===== src/rtl/ntf_pkg.sv =====
// ntf_pkg: shared constants, control types and helpers for the number to text formatter.
// Depends on nothing; used by every module under rtl except ntf_checker.
package ntf_pkg;

	localparam int VALUE_BITS_DEF = 32;
	localparam int MAX_WIDTH_DEF  = 63;
	localparam int MAX_RESULTS    = 63;
	localparam int SPACE_W        = $clog2(MAX_RESULTS + 1);

	localparam logic [1:0] RADIX_OCT   = 2'd0;
	localparam logic [1:0] RADIX_DEC   = 2'd1;
	localparam logic [1:0] RADIX_HEX   = 2'd2;
	localparam logic [1:0] RADIX_RESET = RADIX_HEX;

	localparam logic [1:0] OP_HOLD   = 2'd0;
	localparam logic [1:0] OP_LOAD   = 2'd1;
	localparam logic [1:0] OP_DABBLE = 2'd2;
	localparam logic [1:0] OP_SHIFT  = 2'd3;

	localparam logic [7:0] CH_SPACE = 8'h20;
	localparam logic [7:0] CH_MINUS = 8'h2d;
	localparam logic [7:0] CH_ZERO  = 8'h30;
	localparam logic [7:0] CH_QMARK = 8'h3f;
	localparam logic [7:0] CH_ALPHA = 8'h57;

	typedef struct packed {
		logic [1:0] op;
		logic       oct;
		logic       dec;
	} digit_ctl_t;

	function automatic int num_digits(input int vb);
		int noct;
		int nhex;
		int ndec;
		int n;
		noct = (vb + 2) / 3 + 1;
		nhex = (vb + 3) / 4;
		ndec = (vb * 30103) / 100000 + 1;
		n = noct;
		if (nhex > n) n = nhex;
		if (ndec > n) n = ndec;
		return n;
	endfunction

	function automatic logic [7:0] digit_char(input logic [3:0] d);
		logic [7:0] ch;
		if (d < 4'd10) ch = CH_ZERO + {4'd0, d};
		else ch = CH_ALPHA + {4'd0, d};
		return ch;
	endfunction

endpackage


===== src/rtl/ntf_digit_unit.sv =====
// ntf_digit_unit: digit register with its shared load, double-dabble and digit-shift unit.
// Depends on ntf_pkg for the operation codes and the control struct.
module ntf_digit_unit #(
	parameter int VALUE_BITS = ntf_pkg::VALUE_BITS_DEF
) (
	input  logic                    clk,
	input  ntf_pkg::digit_ctl_t     ctl,
	input  logic [VALUE_BITS-1:0]   operand,
	output logic [3:0]              top_digit
);

	localparam int NDIG = ntf_pkg::num_digits(VALUE_BITS);
	localparam int DW   = 4 * NDIG;
	localparam int OW   = 3 * NDIG;

	logic [DW-1:0]         dig_q;
	logic [VALUE_BITS-1:0] bin_q;
	logic [OW-1:0]         ext3;
	logic [DW-1:0]         ext4;
	logic [DW-1:0]         oct_load;
	logic [DW-1:0]         adj;

	assign ext3 = {{(OW - VALUE_BITS){1'b0}}, operand};
	assign ext4 = {{(DW - VALUE_BITS){1'b0}}, operand};
	assign top_digit = dig_q[DW-1 -: 4];

	always_comb begin
		for (int i = 0; i < NDIG; i++) begin
			oct_load[4*i +: 4] = {1'b0, ext3[3*i +: 3]};
			adj[4*i +: 4] = (dig_q[4*i +: 4] >= 4'd5) ? dig_q[4*i +: 4] + 4'd3
				: dig_q[4*i +: 4];
		end
	end

	always_ff @(posedge clk) begin
		unique case (ctl.op)
			ntf_pkg::OP_LOAD: begin
				bin_q <= operand;
				if (ctl.oct) dig_q <= oct_load;
				else if (ctl.dec) dig_q <= '0;
				else dig_q <= ext4;
			end
			ntf_pkg::OP_DABBLE: begin
				dig_q <= {adj[DW-2:0], bin_q[VALUE_BITS-1]};
				bin_q <= bin_q << 1;
			end
			ntf_pkg::OP_SHIFT: begin
				dig_q <= {dig_q[DW-5:0], 4'd0};
			end
			default: begin
			end
		endcase
	end

endmodule


===== src/rtl/ntf_seq.sv =====
// ntf_seq: sequencer that drives the digit unit, sizes the padding and emits characters.
// Depends on ntf_pkg; controls one ntf_digit_unit.
module ntf_seq #(
	parameter int VALUE_BITS = ntf_pkg::VALUE_BITS_DEF,
	parameter int MAX_WIDTH  = ntf_pkg::MAX_WIDTH_DEF
) (
	input  logic                  clk,
	input  logic                  arst_n,
	input  logic                  start,
	input  logic [1:0]            radix,
	input  logic [VALUE_BITS-1:0] value_bits,
	input  logic [5:0]            field_width,
	input  logic [3:0]            top_digit,
	output logic                  busy,
	output ntf_pkg::digit_ctl_t   ctl,
	output logic [VALUE_BITS-1:0] operand,
	output logic                  char_valid,
	output logic [7:0]            char_code,
	output logic                  last_char
);

	localparam int NDIG   = ntf_pkg::num_digits(VALUE_BITS);
	localparam int CNT_W  = $clog2(NDIG + 1);
	localparam int VB_W   = $clog2(VALUE_BITS + 1);
	localparam int STEP_W = (VB_W > ntf_pkg::SPACE_W) ? VB_W : ntf_pkg::SPACE_W;

	localparam logic [3:0] ST_IDLE   = 4'd0;
	localparam logic [3:0] ST_DABBLE = 4'd1;
	localparam logic [3:0] ST_NORM   = 4'd2;
	localparam logic [3:0] ST_CALC   = 4'd3;
	localparam logic [3:0] ST_SPACE  = 4'd4;
	localparam logic [3:0] ST_SIGN   = 4'd5;
	localparam logic [3:0] ST_LEAD   = 4'd6;
	localparam logic [3:0] ST_QMARK  = 4'd7;
	localparam logic [3:0] ST_DIGIT  = 4'd8;

	localparam logic [VALUE_BITS-1:0] SIGN_VAL = {1'b1, {(VALUE_BITS-1){1'b0}}};
	localparam logic [VALUE_BITS-1:0] ONE_VAL  = {{(VALUE_BITS-1){1'b0}}, 1'b1};

	logic [3:0]        state_q, state_d;
	logic [CNT_W-1:0]  cnt_q, cnt_d;
	logic [STEP_W-1:0] step_q, step_d;
	logic              minus_q, qmark_q, lead_q;
	logic signed [7:0] w_q;
	logic              char_valid_q, last_q;
	logic [7:0]        char_q;

	logic              is_oct, is_dec, neg, qm;
	logic [5:0]        wclamp;
	logic [7:0]        nd, lim;
	logic signed [7:0] sp_raw;
	logic [ntf_pkg::SPACE_W-1:0] spaces_calc;
	logic [3:0]        after_space;
	logic              emit_v, emit_l;
	logic [7:0]        emit_c;

	assign is_oct  = (radix == ntf_pkg::RADIX_OCT);
	assign is_dec  = (radix == ntf_pkg::RADIX_DEC);
	assign neg     = is_dec && value_bits[VALUE_BITS-1];
	assign qm      = neg && (value_bits == SIGN_VAL);
	assign operand = neg ? (~value_bits) + ONE_VAL : value_bits;
	assign wclamp  = (field_width > 6'(MAX_WIDTH)) ? 6'(MAX_WIDTH) : field_width;

	assign nd     = 8'(cnt_q) + {7'd0, lead_q};
	assign sp_raw = w_q - signed'(nd) + 8'sd1;
	assign lim    = 8'(ntf_pkg::MAX_RESULTS) - nd - {7'd0, minus_q};
	assign spaces_calc = sp_raw[7] ? '0
		: ((unsigned'(sp_raw) > lim) ? ntf_pkg::SPACE_W'(lim)
		: ntf_pkg::SPACE_W'(unsigned'(sp_raw)));

	assign after_space = minus_q ? ST_SIGN : (lead_q ? ST_LEAD
		: (qmark_q ? ST_QMARK : ST_DIGIT));

	assign busy       = (state_q != ST_IDLE);
	assign char_valid = char_valid_q;
	assign char_code  = char_q;
	assign last_char  = last_q;

	always_comb begin
		state_d = state_q;
		cnt_d   = cnt_q;
		step_d  = step_q;
		ctl     = '{op: ntf_pkg::OP_HOLD, oct: is_oct, dec: is_dec};
		emit_v  = 1'b0;
		emit_l  = 1'b0;
		emit_c  = ntf_pkg::CH_SPACE;
		unique case (state_q)
			ST_IDLE: begin
				if (start) begin
					ctl.op = ntf_pkg::OP_LOAD;
					cnt_d  = CNT_W'(NDIG);
					step_d = STEP_W'(VALUE_BITS);
					if (qm) begin
						state_d = ST_CALC;
						cnt_d   = CNT_W'(1);
					end else if (is_dec) begin
						state_d = ST_DABBLE;
					end else begin
						state_d = ST_NORM;
					end
				end
			end
			ST_DABBLE: begin
				ctl.op = ntf_pkg::OP_DABBLE;
				step_d = step_q - STEP_W'(1);
				if (step_q == STEP_W'(1)) state_d = ST_NORM;
			end
			ST_NORM: begin
				if (cnt_q > CNT_W'(1) && top_digit == 4'd0) begin
					ctl.op = ntf_pkg::OP_SHIFT;
					cnt_d  = cnt_q - CNT_W'(1);
				end else begin
					state_d = ST_CALC;
				end
			end
			ST_CALC: begin
				step_d  = STEP_W'(spaces_calc);
				state_d = (spaces_calc != '0) ? ST_SPACE : after_space;
			end
			ST_SPACE: begin
				emit_v = 1'b1;
				step_d = step_q - STEP_W'(1);
				if (step_q == STEP_W'(1)) state_d = after_space;
			end
			ST_SIGN: begin
				emit_v  = 1'b1;
				emit_c  = ntf_pkg::CH_MINUS;
				state_d = ST_DIGIT;
			end
			ST_LEAD: begin
				emit_v  = 1'b1;
				emit_c  = ntf_pkg::CH_ZERO;
				state_d = ST_DIGIT;
			end
			ST_QMARK: begin
				emit_v  = 1'b1;
				emit_l  = 1'b1;
				emit_c  = ntf_pkg::CH_QMARK;
				state_d = ST_IDLE;
			end
			ST_DIGIT: begin
				emit_v = 1'b1;
				emit_c = ntf_pkg::digit_char(top_digit);
				ctl.op = ntf_pkg::OP_SHIFT;
				cnt_d  = cnt_q - CNT_W'(1);
				if (cnt_q == CNT_W'(1)) begin
					emit_l  = 1'b1;
					state_d = ST_IDLE;
				end
			end
			default: begin
				state_d = ST_IDLE;
			end
		endcase
	end

	always_ff @(posedge clk or negedge arst_n) begin
		if (!arst_n) begin
			state_q      <= ST_IDLE;
			cnt_q        <= '0;
			step_q       <= '0;
			minus_q      <= 1'b0;
			qmark_q      <= 1'b0;
			lead_q       <= 1'b0;
			w_q          <= '0;
			char_valid_q <= 1'b0;
			last_q       <= 1'b0;
		end else begin
			state_q      <= state_d;
			cnt_q        <= cnt_d;
			step_q       <= step_d;
			char_valid_q <= emit_v;
			last_q       <= emit_l;
			if (state_q == ST_IDLE && start) begin
				minus_q <= neg && !qm;
				qmark_q <= qm;
				lead_q  <= is_oct && (value_bits != '0);
				w_q     <= signed'({2'b00, wclamp}) - signed'({7'd0, neg});
			end
		end
	end

	always_ff @(posedge clk) begin
		char_q <= emit_c;
	end

endmodule


===== src/rtl/number_to_text_formatter.sv =====
// number_to_text_formatter: radix register plus sequencer and digit unit.
// Busy covers the dabble steps, VALUE_BITS of them in decimal (none otherwise), the leading
// zero digits dropped one per cycle and the characters emitted one per cycle; the most negative
// decimal skips the dabble steps and the dropping. Characters leave an output register, and
// the next start is taken in the cycle the last character is shown.
// The receiver cannot stall. Reset clears sequencer and strobes, sets the radix to hexadecimal.
module number_to_text_formatter #(
	parameter int VALUE_BITS = ntf_pkg::VALUE_BITS_DEF,
	parameter int MAX_WIDTH  = ntf_pkg::MAX_WIDTH_DEF
) (
	input  logic                  clk,
	input  logic                  arst_n,
	input  logic                  start,
	output logic                  busy,
	input  logic [VALUE_BITS-1:0] value_bits,
	input  logic [5:0]            field_width,
	input  logic                  radix_we,
	input  logic [1:0]            radix_wdata,
	output logic                  char_valid,
	output logic [7:0]            char_code,
	output logic                  last_char
);

	logic [1:0]            radix_q;
	ntf_pkg::digit_ctl_t   ctl;
	logic [VALUE_BITS-1:0] operand;
	logic [3:0]            top_digit;

	always_ff @(posedge clk or negedge arst_n) begin
		if (!arst_n) begin
			radix_q <= ntf_pkg::RADIX_RESET;
		end else if (radix_we) begin
			radix_q <= radix_wdata;
		end
	end

	ntf_seq #(
		.VALUE_BITS (VALUE_BITS),
		.MAX_WIDTH  (MAX_WIDTH)
	) u_seq (
		.clk         (clk),
		.arst_n      (arst_n),
		.start       (start),
		.radix       (radix_q),
		.value_bits  (value_bits),
		.field_width (field_width),
		.top_digit   (top_digit),
		.busy        (busy),
		.ctl         (ctl),
		.operand     (operand),
		.char_valid  (char_valid),
		.char_code   (char_code),
		.last_char   (last_char)
	);

	ntf_digit_unit #(
		.VALUE_BITS (VALUE_BITS)
	) u_digit (
		.clk       (clk),
		.ctl       (ctl),
		.operand   (operand),
		.top_digit (top_digit)
	);

endmodule


===== config.mk =====
export PLATFORM = sky130hd
export DESIGN_NAME = number_to_text_formatter
export DESIGN_NICKNAME = d
export VERILOG_FILES = /design/src/rtl/ntf_pkg.sv /design/src/rtl/ntf_digit_unit.sv /design/src/rtl/ntf_seq.sv /design/src/rtl/number_to_text_formatter.sv
export SDC_FILE = /design/constraint.sdc
export NUM_CORES = 1
export LEC_CHECK = 0
export ABC_AREA = 1
export BUFFER_PORTS_ARGS = -buffer_cell sky130_fd_sc_hd__buf_2
export CORE_MARGIN = 4
export CORE_UTILIZATION = 64
export CTS_BUF_LIST = sky130_fd_sc_hd__clkbuf_8
export DETAILED_ROUTE_END_ITERATION = 10
export PLACE_DENSITY = 0.84
export SKIP_CTS_REPAIR_TIMING = 1
export SYNTH_ARGS = -nofsm -noshare
export SYNTH_HDL_FRONTEND = slang
export SYNTH_SLANG_ARGS = --single-unit

===== constraint.sdc =====
create_clock -name clk -period 5.09 [get_ports clk]
set_clock_uncertainty 0.05 [all_clocks]
set_input_delay 1.018 -clock clk [delete_from_list [all_inputs] [get_ports clk]]
set_output_delay 1.018 -clock clk [all_outputs]
set_load 0.005 [all_outputs]

==> metrics.md <==
| Metric | Value |
|---|---|
| TritonCTS Sinks | `115` |
| Reg-to-reg slack, setup | `about 1.0 ns` |
| X dimension of the die | `roughly 120 µm` |
| H-tree levels | `4` |
| Avg Synthesized Cell Area | `7.81 µm²` |
| Highest attainable clock frequency | `between 200 and 250 MHz` |
| Time the worst path needs with I/O delays and setup | `4.09 ns` |
| Number of input and output port buffers inserted | `53` |
| Iteration-0 DRC count of the detailed router | `a little under 800` |
| HPWL after DPL | `around 15000 µm` |
| Category of the critical setup timing path | `reg -> reg` |
| Global-route wire length before repair | `33400 µm` |
| Cell area after layout | `9390 µm²` |
| Starting density of the core | `about 66%` |
| Register bit total from synthesis | `between 100 and 150` |
| Synth Net Count | `roughly 1200` |
| Hold violation total from the final report | `0` |
| Number of cells in the finished layout apart from fillers | `~1300` |
| Synthesis-to-layout area growth | `9.76%` |
| Critical path buffer and inverter count | `1` |
| Diode count | `0` |
| Number of distinct library cells after synthesis | `58` |
| Largest fanout of any net on the critical path | `7` |
| Routability cong. | `roughly 0.93` |
| Synth warn | `0` |
| Cell taking the most area after synthesis | `sky130_fd_sc_hd__edfxtp_1` |
| Fraction of layout cells with a size suffix above 1 | `12.6%` |
| Status | `complete, no violations` |
| Via count | `about 7800` |
| Net count, final | `~1300` |
| Cell area reported after detailed placement | `~9000 µm²` |
| Kind of capture point of the worst setup path | `flop` |
| Slew HR | `just under 30%` |
| Via count normalized by instance count | `~5.8` |
| Count of max-cap constraint violations | `0` |
| DIE AREA | `15300 µm²` |
| Standard cell core area | `around 13000 µm²` |
| Actual transition at the worst max-transition pin | `about 1.1 ns` |
| Number of inserted filler cells in the final layout | `slightly above 1000` |
| Combined area of all synthesized cells | `approximately 8600 µm²` |
| Clock-pin slew reported for the worst setup and hold paths after clock tree synthesis | `0.07 ns` |
| Standard-cell rows | `41` |
| Crit path max-delay family | `adder cells` |
| Lkg Pwr | `0.00430 µW` |
| Mean routed wirelength per cell | `15.3 µm` |
| Sequential cell area fraction in the yosys report | `a little under two fifths` |
| Library cell contributing the largest single delay on the critical path | `sky130_fd_sc_hd__dfrtp_1` |
| Prevailing post-synth register cell | `sky130_fd_sc_hd__edfxtp_1` |
| Maximum number of pins on one net before global-route repair | `79` |
| Most numerous cell on the critical path | `sky130_fd_sc_hd__nand2_1` |
| Area contributors post-synth | `sky130_fd_sc_hd__edfxtp_1 (28%), sky130_fd_sc_hd__nand2_1 (9.0%), sky130_fd_sc_hd__ha_1 (8.0%)` |
| Most common cell after layout, fill and taps aside | `sky130_fd_sc_hd__nand2_1` |
| Sequential cell area in the final layout | `3240 µm²` |
| Commonest non-fill, non-tap cells in the layout | `sky130_fd_sc_hd__nand2_1 (205), sky130_fd_sc_hd__inv_1 (169), sky130_fd_sc_hd__nor2_1 (98)` |
| Sum of negative setup slack | `0 ns` |
| CTS Buffer Depth | `2` |
| Multi-input logic area | `~4500 µm²` |
| Global router's overall resource usage | `around 28%` |
| Cell at the root of the clock tree | `sky130_fd_sc_hd__clkbuf_8` |
| Number of failing setup endpoints in the final timing report | `0` |
| Pre-Repair DR Iteration Count | `5` |
| Total global routing overflow | `0` |
| Area share of the leading cell type in the synthesized netlist | `28.1%` |
| Final wirelength | `just over 20000 µm` |
| Count of flip-flops with a built-in enable after synthesis | `80` |
| Clock latency on the worst-skew pair | `around 0.46 ns` |
| Final Cycle Share | `roughly four fifths` |
| Power per Cell Area | `769 nW/µm²` |
| Worst ir drop on vdd | `around 0.42 mV` |
| RSZ-0062 raised after global routing | `false` |
| Fraction of registers with async set or reset after synthesis | `24.3%` |
| Total CTS buffers | `17` |
| Stage delay of the slowest cell on the critical path | `between 0.4 and 0.5 ns` |
| Endpoint required time on the critical path | `~5.4 ns` |
| CTS tree | `done` |
| Number of global-route vias before repair | `slightly above 7000` |
| DRT antenna net count | `0` |
| Vertical extent of the die | `124 µm` |
| Count of final max-slew check failures | `0` |
| Synth Instances | `1096` |
| Number of instances in the placed design | `~1300` |
| Number of antenna violations at the first check in global routing | `0` |
| Critical Path Start Type | `flop` |
| Number of I/O pins | `between 50 and 60` |
| DR DRC count | `0` |
| Class of the most critical hold timing path | `reg -> reg` |
| WP data arrival | `between 4 and 5 ns` |
per-layer routing:
metal / wire, µm / share of wire (%) / track usage [%] / vias up
li1: - / - / - / 3797
met1: 8710 / 43 / 37.3 / 3542
met5: 0 / 0 / 0 / -
met3: 1760 / 8.6 / 5.95 / 48
met2: 9360 / 46 / 44.9 / 374
met4: 636 / 3.1 / 10.9 / 0
worst min-delay path: stages (launching register included):
cell,delay (ns)
sky130_fd_sc_hd__dfrtp_1,0.35
sky130_fd_sc_hd__nand2_1,0.06
sky130_fd_sc_hd__o41ai_1,0.05
cell type report:
class	count	area share [%]
flip-flops and latches	115	34.6
repair buffers	62	3.54
clock inverters	15	1.79
multi-input cells	774	48.1
well taps	172	2.29
clock buffers	17	2.49
inverters	180	7.21
path summary, 6_finish.rpt:
path,start,to,cells after the start
worst max-delay path,u_seq.lead_q,u_seq.state_q[2],25
worst min-delay path,u_seq.w_q[6],u_seq.w_q[6],2
worst max register to register,u_seq.lead_q,u_seq.state_q[2],25
worst min register to register,u_seq.w_q[6],u_seq.w_q[6],2
max in group asynchronous,arst_n,u_seq.last_char,1
min in group asynchronous,arst_n,u_seq.w_q[5],1
where the power goes:
part / internal (µW) / switching [µW]
logic: 1380 / 2830
registers: 1820 / 300
clock network: 478 / 404
total: 3690 / 3540
kinds of logic (layout without fill, tap and decap cells):
kind of cell / Yosys count / after routing / share of synthesized area, %
buf+inv: 207 / 274 / 9.29
other cells: 2 / 2 / 0.0878
simple gates: 443 / 443 / 23.3
compound gates: 222 / 222 / 15.8
flops: 115 / 115 / 37.9
xor+xnor: 50 / 50 / 5.12
fa+ha+maj: 57 / 57 / 8.51
sequential cells by signal (all words and copies together) (netlist names):
name	cells
u_seq.last_char	1
u_seq.w_q	7
u_seq.char_valid	1
u_seq.qmark_q	1
u_seq.char_code	7
radix_q	2
u_seq.state_q	4
u_digit.bin_q	32
u_digit.dig_q	48
u_seq.lead_q	1
u_seq.cnt_q	4
u_seq.minus_q	1
u_seq.step_q	6
synthesized netlist by cell type (2+ instances only):
library cell	count
sky130_fd_sc_hd__or2_2	4
sky130_fd_sc_hd__nand2_1	205
sky130_fd_sc_hd__o211ai_1	13
sky130_fd_sc_hd__o221ai_1	16
sky130_fd_sc_hd__nand3_2	4
sky130_fd_sc_hd__xnor2_1	10
sky130_fd_sc_hd__a31oi_1	2
sky130_fd_sc_hd__a21oi_1	38
sky130_fd_sc_hd__xor2_1	40
sky130_fd_sc_hd__o21ai_1	13
sky130_fd_sc_hd__inv_2	10
sky130_fd_sc_hd__buf_2	4
sky130_fd_sc_hd__o22ai_1	11
sky130_fd_sc_hd__ha_1	55
sky130_fd_sc_hd__clkbuf_1	20
sky130_fd_sc_hd__o21a_1	2
sky130_fd_sc_hd__edfxtp_1	80
sky130_fd_sc_hd__dfxtp_1	7
sky130_fd_sc_hd__inv_1	168
sky130_fd_sc_hd__nor3_1	12
sky130_fd_sc_hd__a32oi_1	5
sky130_fd_sc_hd__nand2_2	13
sky130_fd_sc_hd__o2111ai_1	7
sky130_fd_sc_hd__fa_1	2
sky130_fd_sc_hd__conb_1	2
sky130_fd_sc_hd__o31ai_1	4
sky130_fd_sc_hd__nand4_2	3
sky130_fd_sc_hd__nor3_4	2
sky130_fd_sc_hd__nor2_4	5
sky130_fd_sc_hd__o32ai_1	2
sky130_fd_sc_hd__nor2_1	98
sky130_fd_sc_hd__nand4_1	13
sky130_fd_sc_hd__o21ai_0	97
sky130_fd_sc_hd__nand3_1	74
sky130_fd_sc_hd__nor2_2	5
sky130_fd_sc_hd__a211oi_1	2
sky130_fd_sc_hd__dfrtp_1	27
per-stage QoR:
| stage | hold slack, ns | util, % | power (µW) | setup WS (ns) |
|---|---|---|---|---|
| 5_1_grt | 0.472 | 72.9 | 7910 | 0.659 |
| 3_3_place_gp | 0.423 | 69.8 | 6140 | 1.15 |
| 4_1_cts | 0.448 | 72.9 | 7180 | 1.03 |
| 3_5_place_dp | 0.424 | 69.8 | 6280 | 1.07 |
| 6_report | 0.456 | 72.9 | 7220 | 1.00 |
| 2_1_floorplan | 0.396 | - | 5270 | 1.37 |
Power figures use the tool's default switching activity.
